<file path="config.mk">
export PLATFORM = sky130hd
export DESIGN_NAME = archive_index_name_extractor_core_flat
export DESIGN_NICKNAME = d
export VERILOG_FILES = /design/src/rtl/core/aine_pkg.sv /design/src/rtl/core/aine_if.sv /design/src/rtl/core/aine_parser.sv /design/src/rtl/core/aine_out_buf.sv /design/src/rtl/core/archive_index_name_extractor_core.sv /design/src/flat_wrapper.sv
export SDC_FILE = /design/constraint.sdc
export NUM_CORES = 1
export LEC_CHECK = 0
export ABC_AREA = 1
export BUFFER_PORTS_ARGS = -buffer_cell sky130_fd_sc_hd__buf_2
export CAP_MARGIN = 15
export CORE_MARGIN = 2
export CORE_UTILIZATION = 45
export DETAILED_ROUTE_END_ITERATION = 7
export HOLD_SLACK_MARGIN = 0.1
export PLACE_DENSITY = 0.66
export SYNTH_ARGS = -nofsm -noshare
export SYNTH_HDL_FRONTEND = slang
export SYNTH_SLANG_ARGS = --single-unit
export TNS_END_PERCENT = 10
</file>
<file path="constraint.sdc">
create_clock -name clk_i -period 3.3 [get_ports clk_i]
set_clock_uncertainty 0.15 [all_clocks]
set_input_delay 0 -clock clk_i [delete_from_list [all_inputs] [get_ports clk_i]]
set_output_delay 0 -clock clk_i [all_outputs]
set_load 0.1 [all_outputs]
</file>
<file path="src/rtl/core/aine_pkg.sv">
`timescale 1ns / 1ps
`default_nettype none

package aine_pkg;

  // width of body and chunk length counters
  localparam int unsigned LEN_BITS = 64;

  // tags as they sit in the window, first byte in the top position
  localparam logic [31:0] TAG_BODY  = "File";
  localparam logic [31:0] TAG_HNAME = "hnfn";
  localparam logic [31:0] TAG_INAME = "info";
  localparam logic [31:0] TAG_SEG   = "segm";
  localparam logic [31:0] TAG_ADL   = "adlr";

  // bytes skipped between tag and name length, and length field widths in bytes
  localparam logic [4:0] HNFN_GAP = 5'd12;
  localparam logic [4:0] INFO_GAP = 5'd28;
  localparam logic [4:0] LEN_FIELD_BYTES = 5'd8;
  localparam logic [4:0] NLEN_FIELD_BYTES = 5'd2;

  // parser modes, one-hot
  typedef enum logic [10:0] {
    M_OUT_SCAN = 11'b000_0000_0001,
    M_BODY_LEN = 11'b000_0000_0010,
    M_H_SKIP   = 11'b000_0000_0100,
    M_H_NLEN   = 11'b000_0000_1000,
    M_H_UNITS  = 11'b000_0001_0000,
    M_IN_SCAN  = 11'b000_0010_0000,
    M_I_SKIP   = 11'b000_0100_0000,
    M_I_NLEN   = 11'b000_1000_0000,
    M_I_UNITS  = 11'b001_0000_0000,
    M_C_LEN    = 11'b010_0000_0000,
    M_C_SKIP   = 11'b100_0000_0000
  } mode_e;

  // one extracted name unit
  typedef struct packed {
    logic [15:0] name_unit;
    logic        name_kind;
    logic        last_unit;
    logic        empty_name;
  } res_t;

  // clamp a received 64-bit length to the counter width
  function automatic logic [LEN_BITS-1:0] sat_len(input logic [63:0] v);
    logic [63:0] lim;
    lim = 64'hFFFF_FFFF_FFFF_FFFF >> (64 - LEN_BITS);
    if (v > lim) begin
      sat_len = '1;
    end else begin
      sat_len = v[LEN_BITS-1:0];
    end
  endfunction

endpackage

`default_nettype wire

</file>
<file path="src/rtl/core/aine_if.sv">
`timescale 1ns / 1ps
`default_nettype none

// byte stream channel
interface aine_in_if;
  logic       valid;
  logic       ready;
  logic [7:0] data_byte;
  logic       end_of_index;

  modport source (output valid, output data_byte, output end_of_index, input ready);
  modport sink   (input valid, input data_byte, input end_of_index, output ready);
endinterface

// name unit channel
interface aine_out_if;
  logic        valid;
  logic        ready;
  logic [15:0] name_unit;
  logic        name_kind;
  logic        last_unit;
  logic        empty_name;

  modport source (output valid, output name_unit, output name_kind, output last_unit,
                  output empty_name, input ready);
  modport sink   (input valid, input name_unit, input name_kind, input last_unit,
                  input empty_name, output ready);
endinterface

`default_nettype wire

</file>
<file path="src/rtl/core/aine_parser.sv">
`timescale 1ns / 1ps
`default_nettype none

module aine_parser (
  input  wire logic          clk_i,
  input  wire logic          rst_ni,
  input  wire logic          accept_i,
  input  wire logic [7:0]    data_byte_i,
  input  wire logic          end_of_index_i,
  output logic               res_valid_o,
  output aine_pkg::res_t     res_o
);
  import aine_pkg::*;

  // parser state
  logic [31:0]         win_q, win_d;
  logic [2:0]          fill_q, fill_d;
  mode_e               mode_q, mode_d;
  logic [4:0]          cnt_q, cnt_d;
  logic [63:0]         lsh_q, lsh_d;
  logic [LEN_BITS-1:0] skip_q, skip_d;
  logic [LEN_BITS-1:0] body_q, body_d;
  logic [15:0]         nrem_q, nrem_d;
  logic [7:0]          low_q, low_d;

  // step temporaries
  logic                inner, hk, ends;
  mode_e               scan_back;
  logic [31:0]         win_n;
  logic [2:0]          fill_n;
  logic [4:0]          cnt_inc;
  logic [63:0]         lsh_n;
  logic [LEN_BITS-1:0] len_sat;
  logic [LEN_BITS-1:0] skip_dec, body_dec;
  logic [15:0]         nrem_dec;
  logic                unit_fin;
  logic                go;
  mode_e               go_mode;
  logic                res_vld;
  res_t                res;

  assign inner = (mode_q == M_IN_SCAN) || (mode_q == M_I_SKIP) || (mode_q == M_I_NLEN) ||
                 (mode_q == M_I_UNITS) || (mode_q == M_C_LEN) || (mode_q == M_C_SKIP);
  assign hk        = !inner;
  assign ends      = end_of_index_i || (inner && (body_q[LEN_BITS-1:1] == '0));
  assign scan_back = hk ? M_OUT_SCAN : M_IN_SCAN;

  // shared datapath pieces
  assign win_n    = {win_q[23:0], data_byte_i};
  assign fill_n   = (fill_q < 3'd4) ? fill_q + 3'd1 : fill_q;
  assign cnt_inc  = cnt_q + 5'd1;
  assign lsh_n    = lsh_q | ({56'd0, data_byte_i} << {cnt_q[2:0], 3'b000});
  assign len_sat  = sat_len(lsh_n);
  assign skip_dec = (skip_q != '0) ? skip_q - LEN_BITS'(1) : skip_q;
  assign body_dec = (body_q != '0) ? body_q - LEN_BITS'(1) : body_q;
  assign nrem_dec = (nrem_q != 16'd0) ? nrem_q - 16'd1 : nrem_q;
  assign unit_fin = (nrem_dec == 16'd0) || ends;

  // one byte step
  always_comb begin
    win_d   = win_q;
    fill_d  = fill_q;
    mode_d  = mode_q;
    cnt_d   = cnt_q;
    lsh_d   = lsh_q;
    skip_d  = skip_q;
    body_d  = body_q;
    nrem_d  = nrem_q;
    low_d   = low_q;
    go      = 1'b0;
    go_mode = M_OUT_SCAN;
    res_vld = 1'b0;
    res     = '{name_unit: 16'd0, name_kind: hk, last_unit: 1'b1, empty_name: 1'b0};

    unique case (mode_q)
      M_BODY_LEN, M_C_LEN: begin
        lsh_d = lsh_n;
        cnt_d = cnt_inc;
        if (cnt_inc >= LEN_FIELD_BYTES) begin
          go = 1'b1;
          if (mode_q == M_BODY_LEN) begin
            go_mode = (len_sat == '0) ? M_OUT_SCAN : M_IN_SCAN;
            if (len_sat != '0) begin
              body_d = len_sat;
            end
          end else begin
            go_mode = (len_sat == '0) ? M_IN_SCAN : M_C_SKIP;
            if (len_sat != '0) begin
              skip_d = len_sat;
            end
          end
        end
      end
      M_H_SKIP, M_I_SKIP: begin
        cnt_d = cnt_inc;
        if (cnt_inc >= (hk ? HNFN_GAP : INFO_GAP)) begin
          go      = 1'b1;
          go_mode = hk ? M_H_NLEN : M_I_NLEN;
        end
      end
      M_H_NLEN, M_I_NLEN: begin
        lsh_d = lsh_n;
        cnt_d = cnt_inc;
        if (cnt_inc >= NLEN_FIELD_BYTES) begin
          go = 1'b1;
          if ((lsh_n[15:0] == 16'd0) || ends) begin
            res_vld        = 1'b1;
            res.empty_name = 1'b1;
            nrem_d         = 16'd0;
            go_mode        = scan_back;
          end else begin
            nrem_d  = lsh_n[15:0];
            go_mode = hk ? M_H_UNITS : M_I_UNITS;
          end
        end
      end
      M_H_UNITS, M_I_UNITS: begin
        if (!cnt_q[0]) begin
          // low byte of a unit
          low_d = data_byte_i;
          cnt_d = 5'd1;
          if (ends) begin
            res_vld       = 1'b1;
            res.name_unit = {8'd0, data_byte_i};
            nrem_d        = 16'd0;
            go            = 1'b1;
            go_mode       = scan_back;
          end
        end else begin
          // high byte completes the unit
          res_vld       = 1'b1;
          res.name_unit = {data_byte_i, low_q};
          res.last_unit = unit_fin;
          cnt_d         = 5'd0;
          nrem_d        = unit_fin ? 16'd0 : nrem_dec;
          go            = unit_fin;
          go_mode       = scan_back;
        end
      end
      M_C_SKIP: begin
        skip_d = skip_dec;
        if (skip_dec == '0) begin
          go      = 1'b1;
          go_mode = M_IN_SCAN;
        end
      end
      default: begin
        // tag scan, outer or inner
        win_d  = win_n;
        fill_d = fill_n;
        if (fill_n >= 3'd4) begin
          if (!inner && (win_n == TAG_BODY)) begin
            go = 1'b1; go_mode = M_BODY_LEN;
          end else if (!inner && (win_n == TAG_HNAME)) begin
            go = 1'b1; go_mode = M_H_SKIP;
          end else if (inner && (win_n == TAG_INAME)) begin
            go = 1'b1; go_mode = M_I_SKIP;
          end else if (inner && ((win_n == TAG_SEG) || (win_n == TAG_ADL))) begin
            go = 1'b1; go_mode = M_C_LEN;
          end
        end
      end
    endcase

    // mode entry clears the field and tag trackers
    if (go) begin
      mode_d = go_mode;
      cnt_d  = 5'd0;
      lsh_d  = 64'd0;
      win_d  = 32'd0;
      fill_d = 3'd0;
    end

    // end of index or end of body
    if (end_of_index_i) begin
      mode_d = M_OUT_SCAN;
      cnt_d  = 5'd0;
      lsh_d  = 64'd0;
      win_d  = 32'd0;
      fill_d = 3'd0;
      skip_d = '0;
      body_d = '0;
      nrem_d = 16'd0;
      low_d  = 8'd0;
    end else if (inner) begin
      body_d = body_dec;
      if (body_dec == '0) begin
        skip_d = '0;
        nrem_d = 16'd0;
        mode_d = M_OUT_SCAN;
        cnt_d  = 5'd0;
        lsh_d  = 64'd0;
        win_d  = 32'd0;
        fill_d = 3'd0;
      end
    end
  end

  // state registers, updated per accepted byte
  always_ff @(posedge clk_i or negedge rst_ni) begin
    if (!rst_ni) begin
      win_q  <= 32'd0;
      fill_q <= 3'd0;
      mode_q <= M_OUT_SCAN;
      cnt_q  <= 5'd0;
      lsh_q  <= 64'd0;
      skip_q <= '0;
      body_q <= '0;
      nrem_q <= 16'd0;
      low_q  <= 8'd0;
    end else if (accept_i) begin
      win_q  <= win_d;
      fill_q <= fill_d;
      mode_q <= mode_d;
      cnt_q  <= cnt_d;
      lsh_q  <= lsh_d;
      skip_q <= skip_d;
      body_q <= body_d;
      nrem_q <= nrem_d;
      low_q  <= low_d;
    end
  end

  assign res_valid_o = accept_i && res_vld;
  assign res_o       = res;

`ifndef SYNTHESIS
  // the last byte of an index always leaves the parser idle
  a_eoi_idle: assert property (@(posedge clk_i) disable iff (!rst_ni)
    accept_i && end_of_index_i |=> (mode_q == M_OUT_SCAN) && (body_q == '0))
    else $error("parser not idle after end of index");

  // inside a body there is always at least one byte left
  a_body_live: assert property (@(posedge clk_i) disable iff (!rst_ni)
    inner |-> (body_q != '0))
    else $error("inner mode with empty body count");

  // unit modes always have a unit outstanding
  a_units_live: assert property (@(posedge clk_i) disable iff (!rst_ni)
    (mode_q == M_H_UNITS) || (mode_q == M_I_UNITS) |-> (nrem_q != 16'd0))
    else $error("unit mode with no units left");

  // skip counter never runs past the info gap
  a_skip_bound: assert property (@(posedge clk_i) disable iff (!rst_ni)
    (mode_q == M_I_SKIP) || (mode_q == M_H_SKIP) |-> (cnt_q < INFO_GAP))
    else $error("skip counter overran gap");
`endif

endmodule

`default_nettype wire

</file>
<file path="src/rtl/core/aine_out_buf.sv">
`timescale 1ns / 1ps
`default_nettype none

module aine_out_buf (
  input  wire logic           clk_i,
  input  wire logic           rst_ni,
  input  wire logic           push_i,
  input  wire aine_pkg::res_t push_data_i,
  output logic                full_o,
  aine_out_if.source          out_o
);
  import aine_pkg::*;

  // two-entry result buffer
  res_t       mem_q [2];
  logic       wr_ptr_q, rd_ptr_q;
  logic [1:0] cnt_q;
  logic       pop;
  res_t       head;

  assign pop    = out_o.valid && out_o.ready;
  assign full_o = (cnt_q == 2'd2);

  always_ff @(posedge clk_i) begin
    if (push_i) begin
      mem_q[wr_ptr_q] <= push_data_i;
    end
  end

  always_ff @(posedge clk_i or negedge rst_ni) begin
    if (!rst_ni) begin
      wr_ptr_q <= 1'b0;
      rd_ptr_q <= 1'b0;
      cnt_q    <= 2'd0;
    end else begin
      if (push_i) begin
        wr_ptr_q <= !wr_ptr_q;
      end
      if (pop) begin
        rd_ptr_q <= !rd_ptr_q;
      end
      cnt_q <= cnt_q + {1'b0, push_i} - {1'b0, pop};
    end
  end

  // head entry drives the channel
  assign head             = mem_q[rd_ptr_q];
  assign out_o.valid      = (cnt_q != 2'd0);
  assign out_o.name_unit  = head.name_unit;
  assign out_o.name_kind  = head.name_kind;
  assign out_o.last_unit  = head.last_unit;
  assign out_o.empty_name = head.empty_name;

endmodule

`default_nettype wire

</file>
<file path="src/rtl/core/archive_index_name_extractor_core.sv">
`timescale 1ns / 1ps
`default_nettype none
// A result is written into the result buffer as the byte that causes it transfers.
// One byte per cycle unless the buffer is full; the parser state advances once per byte.
// A two-entry result buffer lets bytes keep flowing while one result waits at the output.
// Reset (rst_ni low, asynchronous): parser back to outer tag scan, result buffer empty.

module archive_index_name_extractor_core (
  input  wire logic   clk_i,
  input  wire logic   rst_ni,
  aine_in_if.sink     in_i,
  aine_out_if.source  out_o
);
  import aine_pkg::*;

  logic accept;
  logic res_valid;
  res_t res;
  logic full;

  assign in_i.ready = !full;
  assign accept     = in_i.valid && in_i.ready;

  // per-byte parser
  aine_parser u_parser (
    .clk_i          (clk_i),
    .rst_ni         (rst_ni),
    .accept_i       (accept),
    .data_byte_i    (in_i.data_byte),
    .end_of_index_i (in_i.end_of_index),
    .res_valid_o    (res_valid),
    .res_o          (res)
  );

  // result buffer
  aine_out_buf u_out_buf (
    .clk_i       (clk_i),
    .rst_ni      (rst_ni),
    .push_i      (res_valid),
    .push_data_i (res),
    .full_o      (full),
    .out_o       (out_o)
  );

endmodule

`default_nettype wire
</file>
<file path="src/flat_wrapper.sv">
// flat-port wrapper written by rule: the top's interface ports become plain ports
module archive_index_name_extractor_core_flat import aine_pkg::*;
  (clk_i, rst_ni, in_i_valid, in_i_data_byte, in_i_end_of_index, in_i_ready, out_o_valid, out_o_name_unit, out_o_name_kind, out_o_last_unit, out_o_empty_name, out_o_ready);
  aine_in_if in_i_i ();
  aine_out_if out_o_i ();
  input  wire logic clk_i;
  input  wire logic rst_ni;
  input wire logic [$bits(in_i_i.valid)-1:0] in_i_valid;
  input wire logic [$bits(in_i_i.data_byte)-1:0] in_i_data_byte;
  input wire logic [$bits(in_i_i.end_of_index)-1:0] in_i_end_of_index;
  output wire logic [$bits(in_i_i.ready)-1:0] in_i_ready;
  output wire logic [$bits(out_o_i.valid)-1:0] out_o_valid;
  output wire logic [$bits(out_o_i.name_unit)-1:0] out_o_name_unit;
  output wire logic [$bits(out_o_i.name_kind)-1:0] out_o_name_kind;
  output wire logic [$bits(out_o_i.last_unit)-1:0] out_o_last_unit;
  output wire logic [$bits(out_o_i.empty_name)-1:0] out_o_empty_name;
  input wire logic [$bits(out_o_i.ready)-1:0] out_o_ready;
  assign in_i_i.valid = in_i_valid;
  assign in_i_i.data_byte = in_i_data_byte;
  assign in_i_i.end_of_index = in_i_end_of_index;
  assign in_i_ready = in_i_i.ready;
  assign out_o_valid = out_o_i.valid;
  assign out_o_name_unit = out_o_i.name_unit;
  assign out_o_name_kind = out_o_i.name_kind;
  assign out_o_last_unit = out_o_i.last_unit;
  assign out_o_empty_name = out_o_i.empty_name;
  assign out_o_i.ready = out_o_ready;
  archive_index_name_extractor_core u_core (.clk_i(clk_i), .rst_ni(rst_ni), .in_i(in_i_i), .out_o(out_o_i));
endmodule
</file>
# After elaboration in Yosys (flattened, before gate mapping)
# Memory sizes are Yosys's and may differ from the RTL's.
# Index checks and enable logic that the tools add are counted.
[word_totals]
reg_bits = 271
input_bits = 13
ramBits = 38
n_memories = 1
[memory_table]
columns = ["name", "depth", "word_bits", "read_ports", "rd_clocked_by_memory_dff", "write_ports", "line_no", "text"]
rows = [
  ["u_core.u_out_buf.mem_q", 2, 19, 1, 0, 1, "aine_out_buf.sv:15", "res_t mem_q [2];"],
]
[classes]
n_addsub = 7
reduce_logical = 46
n_mux = 99
magnitude_cmp = 6
bitwise_logic = 1
shifts = 1
n_eq_ne = 17
[ops]
columns = ["cell", "count"]
rows = [
  ["64-bit 2-to-1 mux", 20],
  ["64-bit logical NOT", 3],
  ["64-bit nonzero test", 3],
  ["16-bit 2-to-1 mux", 11],
  ["32-bit by 31-bit equality test with 1-bit output (second input constant)", 5],
  ["32-bit 2-to-1 mux", 5],
  ["64-bit one-hot mux with 2 select lines", 1],
  ["64-bit by 1-bit subtractor with 64-bit output (second input constant)", 2],
  ["11-bit 2-to-1 mux", 9],
  ["64-bit greater-than comparator (second input constant)", 1],
  ["64-bit OR", 1],
  ["8-bit by 6-bit << shifter with 64-bit output", 1],
  ["63-bit logical NOT", 1],
  ["11-bit one-hot mux with 5 select lines", 1],
  ["10-bit 2-to-1 mux", 5],
  ["8-bit 2-to-1 mux", 6],
  ["16-bit logical NOT", 2],
  ["16-bit one-hot mux with 2 select lines", 1],
  ["5-bit 2-to-1 mux", 5],
  ["6-bit 2-to-1 mux", 4],
  ["1-bit 2-to-1 mux", 20],
  ["3-bit 2-to-1 mux", 6],
  ["9-bit 2-to-1 mux", 2],
  ["16-bit nonzero test", 1],
  ["other kinds (36)", 61],
]

# Logic depth before layout (Yosys ltp)
[depth]
ltp_word = 17
mapped_depth = 24
mapped_depth_nobuf = 22

# Hierarchy
# A second synthesis with hierarchy kept.
[hier_totals]
hier_cells = 3700
area_unflattened_um2 = 23040.8
[modules_own_cells]
columns = ["module", "area_each_um2", "cells_each", "n_inst", "seq_area_each_um2"]
rows = [
  ["aine_parser", 21411.8, 3568, 1, 6482.5],
  ["aine_out_buf", 1615.3, 129, 1, 1241.2],
  ["archive_index_name_extractor_core", 13.8, 3, 1, 0.0],
]

# Worst setup path after synthesis
# Ideal clock, no wire load.
[synth_timing]
kind = "flip-flop to flip-flop"
startpoint = "register u_core.u_parser.cnt_q[0]"
endpoint = "memory u_core.u_out_buf.mem_q[1][0] (netlist bit) (enable)"
period_less_slack_ns = 3.285
required_ns = 2.754
stages_incl_launch_ff = 14
setup_slack_ns = 0.015
arrival_ns = 2.739
path_cell_list = "dfrtp_1 -> buf_2 -> buf_2 -> nand2_1 -> inv_1 -> a31oi_1 -> nand4_1 -> nor2_1 -> nand2_1 -> nand2_1 -> inv_1 -> o21ai_0 -> nand2_1 -> nor2_1"
[synth_between]
elab_chain_cells = 10
word_cells_on_any_way = 13
cone_classes = "add/sub (1); order compare (1); shift (1); mux (6); bitwise (1); reduce/logical (3)"
[synth_lines]
columns = ["item", "line_no", "text"]
rows = [
  ["from (decl)", "aine_parser.sv:19", "logic [4:0] cnt_q, cnt_d;"],
  ["from (signal assigned)", "aine_parser.sv:215", "cnt_q <= cnt_d;"],
  ["8-bit by 6-bit << shifter with 64-bit output", "aine_parser.sv:52", "assign lsh_n = lsh_q | ({56'd0, data_byte_i} << {cnt_q[2:0], 3'b000});"],
  ["64-bit OR", "aine_parser.sv:52", ""],
  ["16-bit logical NOT", "aine_parser.sv:106", "if ((lsh_n[15:0] == 16'd0) || ends) begin"],
  ["1-bit logical OR", "aine_parser.sv:106", ""],
  ["1-bit 2-to-1 mux", "aine_parser.sv:106", ""],
  ["1-bit 2-to-1 mux", "aine_parser.sv:104", "if (cnt_inc >= NLEN_FIELD_BYTES) begin"],
  ["1-bit one-hot mux with 2 select lines *", "aine_parser.sv:75", "unique case (mode_q)"],
  ["1-bit logical AND *", "aine_parser.sv:224", "assign res_valid_o = accept_i && res_vld;"],
  ["1-bit 2-to-1 mux *", "aine_out_buf.sv:25", "if (push_i) begin"],
  ["1-bit 2-to-1 mux (implied by the code) *", "aine_out_buf.sv:26", "mem_q[wr_ptr_q] <= push_data_i;"],
  ["to (decl)", "aine_out_buf.sv:15", ""],
]
# Every way passes the cells marked *; elsewhere a longest branch is shown, timed or not.

# Final worst setup path
[layout_timing]
startpoint = "register u_core.u_parser.body_q[48]"
endpoint = "register u_core.u_parser.lsh_q[43]"
[layout_between]
elab_chain_cells = 10
word_cells_on_any_way = 15
cone_classes = "add/sub (1); mux (8); reduce/logical (6)"
[layout_lines]
columns = ["item", "line_no", "text"]
rows = [
  ["from (decl)", "aine_parser.sv:22", "logic [LEN_BITS-1:0] body_q, body_d;"],
  ["from (signal assigned)", "aine_parser.sv:218", "body_q <= body_d;"],
  ["branches (longest 8 deep; another with 64-bit by 1-bit subtractor with 64-bit output)", "--", ""],
  ["64-bit 2-to-1 mux *", "aine_parser.sv:185", "end else if (inner) begin"],
  ["64-bit 2-to-1 mux *", "aine_parser.sv:175", "if (end_of_index_i) begin"],
  ["to (signal assigned)", "aine_parser.sv:216", "lsh_q <= lsh_d;"],
  ["to (decl)", "aine_parser.sv:20", "logic [63:0] lsh_q, lsh_d;"],
]
# Mark *: on every way between the ends.
# A chain may end at the register's enable or synchronous reset.

==> metrics.md <==
| Metric | Value |
|---|---|
| Drt first pass iters | 6 |
| Yosys top cell area share | 28.6% |
| Final Hold Vio Count | 0 |
| Element type at the critical path end | register |
| Netlist cell types | 44 |
| Cell Pwr Density | 525 nW/um^2 |
| FF+latch count, synth | 301 |
| DRT iter0 DRCs | between 3000 and 4000 |
| FILL cells | 4848 |
| Die span in x | 230 um |
| Unrepaired setup endpoints after global routing | yes |
| Post-placement setup slack | -0.0819 ns |
| Post-Syn Area | 22900 sq um |
| Initial antenna violation count | 1 |
| GRT Total Usage | 37.3% |
| Rows | 82 |
| CTS tree | yes |
| Critical path arrival | 3.68 ns |
| CTS sink count | 301 |
| Top post-synthesis cells by area | dfrtp_1, nand2_1, nand3_1 |
| Die ar. | around 53000 sq um |
| Req. time, crit path | approximately 3.6 ns |
| Final worst setup slack | -0.0748 ns |
| Number of global-route vias before repair | ~25000 |
| Starting density of the core | between 40% and 50% |
| Status | finished, violations left |
| Final Instance Area | ~30000 sq um |
| Hold slack | 0.136 ns |
| Core Area | approximately 50000 sq um |
| Yosys warnings | 0 |
| VDD IR-drop max | 0.000627 V |
| Worst-Skew Late Latency | 0.60 ns |
| Placed Cells | 4797 |
| Routed length per instance | 20.7 um |
| Layout Area Growth over Synthesis | 31.3% |
| Detail Placement HPWL | 74.9 mm |
| Chip height | between 200 and 250 um |
| Tcrit/Tclk final | 102% |
| Clk root buf | clkbuf_16 |
| Syn_area_per_cell | 6.20 sq um |
| Layout Cells excl Fill | a little under 5000 |
| Worst Tran Pin Value | a little under 0.9 ns |
| Top cell type by total area after synthesis | dfrtp_1 |
| Via count | 27882 |
| Max-Cap Viols | 0 |
| Hold Path Class | in2reg |
| Mapped Nets | 3721 |
| I/O Buffers | 33 |
| Post-DR vias/cell | 5.69 |
| Leakage | 15.7 nW |
| Register Area | between 7000 and 8000 sq um |
| Setup TNS | -3.91 ns |
| GR Overflow Total | 0 |
| R2R cell count | 20 |
| Crit path kind | reg2reg |
| Post-layout min period | 3.37 ns |
| Cells after synthesis | 3697 |
| Largest net degree at the start of global routing | 97 |
| DP Area | 27800 sq um |
| Failing checks | setup timing |
| CTS Buffer Depth | 3 |
| Power, Total | 15.8 mW |
| Inserted Diodes | 0 |
| Endpoints failing setup | ~140 |
| DRC viols | 0 |
| Worst-path fanout max | 35 |
| Proportion of layout cells with a drive suffix above 1 | 19.9% |
| Relative slew margins | 41.1% |
| Final core occ | approximately three fifths |
| Gpl congestion | slightly above 1 |
| CTS HTree Levels | 2 |
| Num CTS Buffers | 38 |
| First-pass GRT wire length | 152 mm |
| Crit path launch type | register |
| Multi-input combinational cell area | roughly 13000 sq um |
| Post-synthesis sequential area ratio | between 30% and 40% |
| I/O Pins | 34 |
| Clock-pin transition on the worst setup and hold timing paths | 0.06 ns |
| FMAX | 296 MHz |
| Nets | about 4200 |
| Hold depth | 4 |
| Slew Limit Fails | 0 |
| Antenna Violating Nets Remaining | 0 |
| Final wirelength | 101 mm |
==> path summary, 6_finish.rpt <==
| path | from | end | slack, ns |
|---|---|---|---|
| hold / removal | out_o_ready | u_core.u_out_buf.rd_ptr_q$_DFFE_PN0P_ | 0.14 |
| max in group asynchronous | rst_ni | u_core.u_parser.win_q[13]$_DFFE_PN0P_ | 2.00 |
| hold reg to reg | u_core.u_parser.mode_q[0]$_DFFE_PN1P_ | u_core.u_parser.mode_q[0]$_DFFE_PN1P_ | 0.33 |
| setup reg to reg | u_core.u_parser.body_q[48]$_DFFE_PN0P_ | u_core.u_parser.lsh_q[43]$_DFFE_PN0P_ | -0.07 |
| setup / recovery | u_core.u_parser.body_q[48]$_DFFE_PN0P_ | u_core.u_parser.lsh_q[43]$_DFFE_PN0P_ | -0.07 |
| min in group asynchronous | rst_ni | u_core.u_parser.mode_q[0]$_DFFE_PN1P_ | 0.41 |
==> report_power, final <==
group / internal (mW) / switching, mW
Combinational: 2.51 / 4.61
Sequential: 3.91 / 0.123
Clock: 2.75 / 1.90
Total: 9.16 / 6.64
==> cell families after synthesis <==
kind of cell | count (synthesis) | share of synthesized area (%)
flops | 301 | 33.7
mux | 1 | 0.0437
compound gates | 683 | 16.3
buf+inv | 607 | 10.6
fa+ha+maj | 11 | 0.600
xor+xnor | 46 | 1.76
simple gates | 2048 | 37.0
==> metal layers <==
metal  track usage, %  wire length [um]  vias up
li1                 -                 -    13184
met1             52.0             41800    12832
met2             52.6             40700     1570
met3             11.2             12700      296
met4             17.9              5960        0
met5                0                 0        -
==> layout by cell type (no fill, tap or decap), types with 14 or more instances in the layout <==
master	n
nand2_1	1027
buf_4	538
inv_1	420
nor2_1	408
nand3_1	360
o21ai_0	294
dfrtp_1	260
a21oi_1	110
o22ai_1	107
o21ai_1	85
nand4_1	84
nor2_2	82
clkbuf_16	45
xor2_1	43
edfxtp_1	38
buf_2	32
a31oi_1	28
buf_12	28
nand2_2	22
o211ai_1	22
dlygate4sd3_1	16
nor3_1	15
o31ai_1	15
nand3_2	14
==> timing repair <==
action	4_1_cts	5_1_grt
hold buffers	17	0
cloned	1	7
gates resized for setup	18	135
pin swaps	0	16
endpoints found under the setup margin	130	256
setup buffers	0	8
endpoints found under the hold margin	355	0
==> sequential cells by signal (all words and copies together), names as in the netlist <==
name and flops:
u_core.u_parser.body_q 64, u_core.u_parser.lsh_q 64, u_core.u_parser.skip_q 64, u_core.u_out_buf.mem_q 38, u_core.u_parser.win_q 24, u_core.u_parser.nrem_q 16, u_core.u_parser.mode_q 11, u_core.u_parser.low_q 8
u_core.u_parser.cnt_q 5, u_core.u_parser.fill_q 3, u_core.u_out_buf.cnt_q 2, u_core.u_out_buf.rd_ptr_q 1, u_core.u_out_buf.wr_ptr_q 1
==> cell usage after synthesis (all sizes together) <==
library cell / count
nand3: 375
nor4: 10
xor2: 44
o21bai: 2
xnor2: 2
clkinv: 7
a21o: 2
o21a: 5
a31oi: 28
o21ai: 381
clkbuf: 101
inv: 429
nor3: 16
o22ai: 107
nand4: 84
mux2i: 1
nand2: 1051
a31o: 1
and2: 2
dfrtp: 262
or2: 3
o211ai: 22
a21oi: 112
o31ai: 16
a2bb2oi: 1
nor2: 501
a21boi: 3
dfstp: 1
edfxtp: 38
nand3b: 6
a22oi: 2
buf: 70
ha: 11
o221ai: 1
==> worst max-delay path: stages, from the launching register on <==
cell,delay (ns)
dfrtp_1,0.39
nor2_2,0.17
buf_6,0.13
nand2_1,0.08
nor2_2,0.13
nand3b_1,0.13
nor2_2,0.16
nand2_4,0.13
buf_12,0.17
buf_4,0.17
nand3_1,0.14
nand3_2,0.13
nor2_1,0.12
nand2_1,0.11
nor2_2,0.13
nand2_2,0.09
nand3_4,0.15
clkinv_8,0.15
buf_12,0.20
nand3_1,0.08
o21ai_0,0.08
==> area by class of cell <==
cell class / count / share of cell area [%]
inverter: 436 / 5.50
clock buffer: 43 / 3.43
sequential: 301 / 25.7
multi-input combinational: 2789 / 43.9
clock inverter: 25 / 1.16
tap: 672 / 2.79
timing repair buffer: 631 / 17.5
timing repair inverter: 1 / 0.0208
Note: power is estimated with default switching activity, not from simulation.
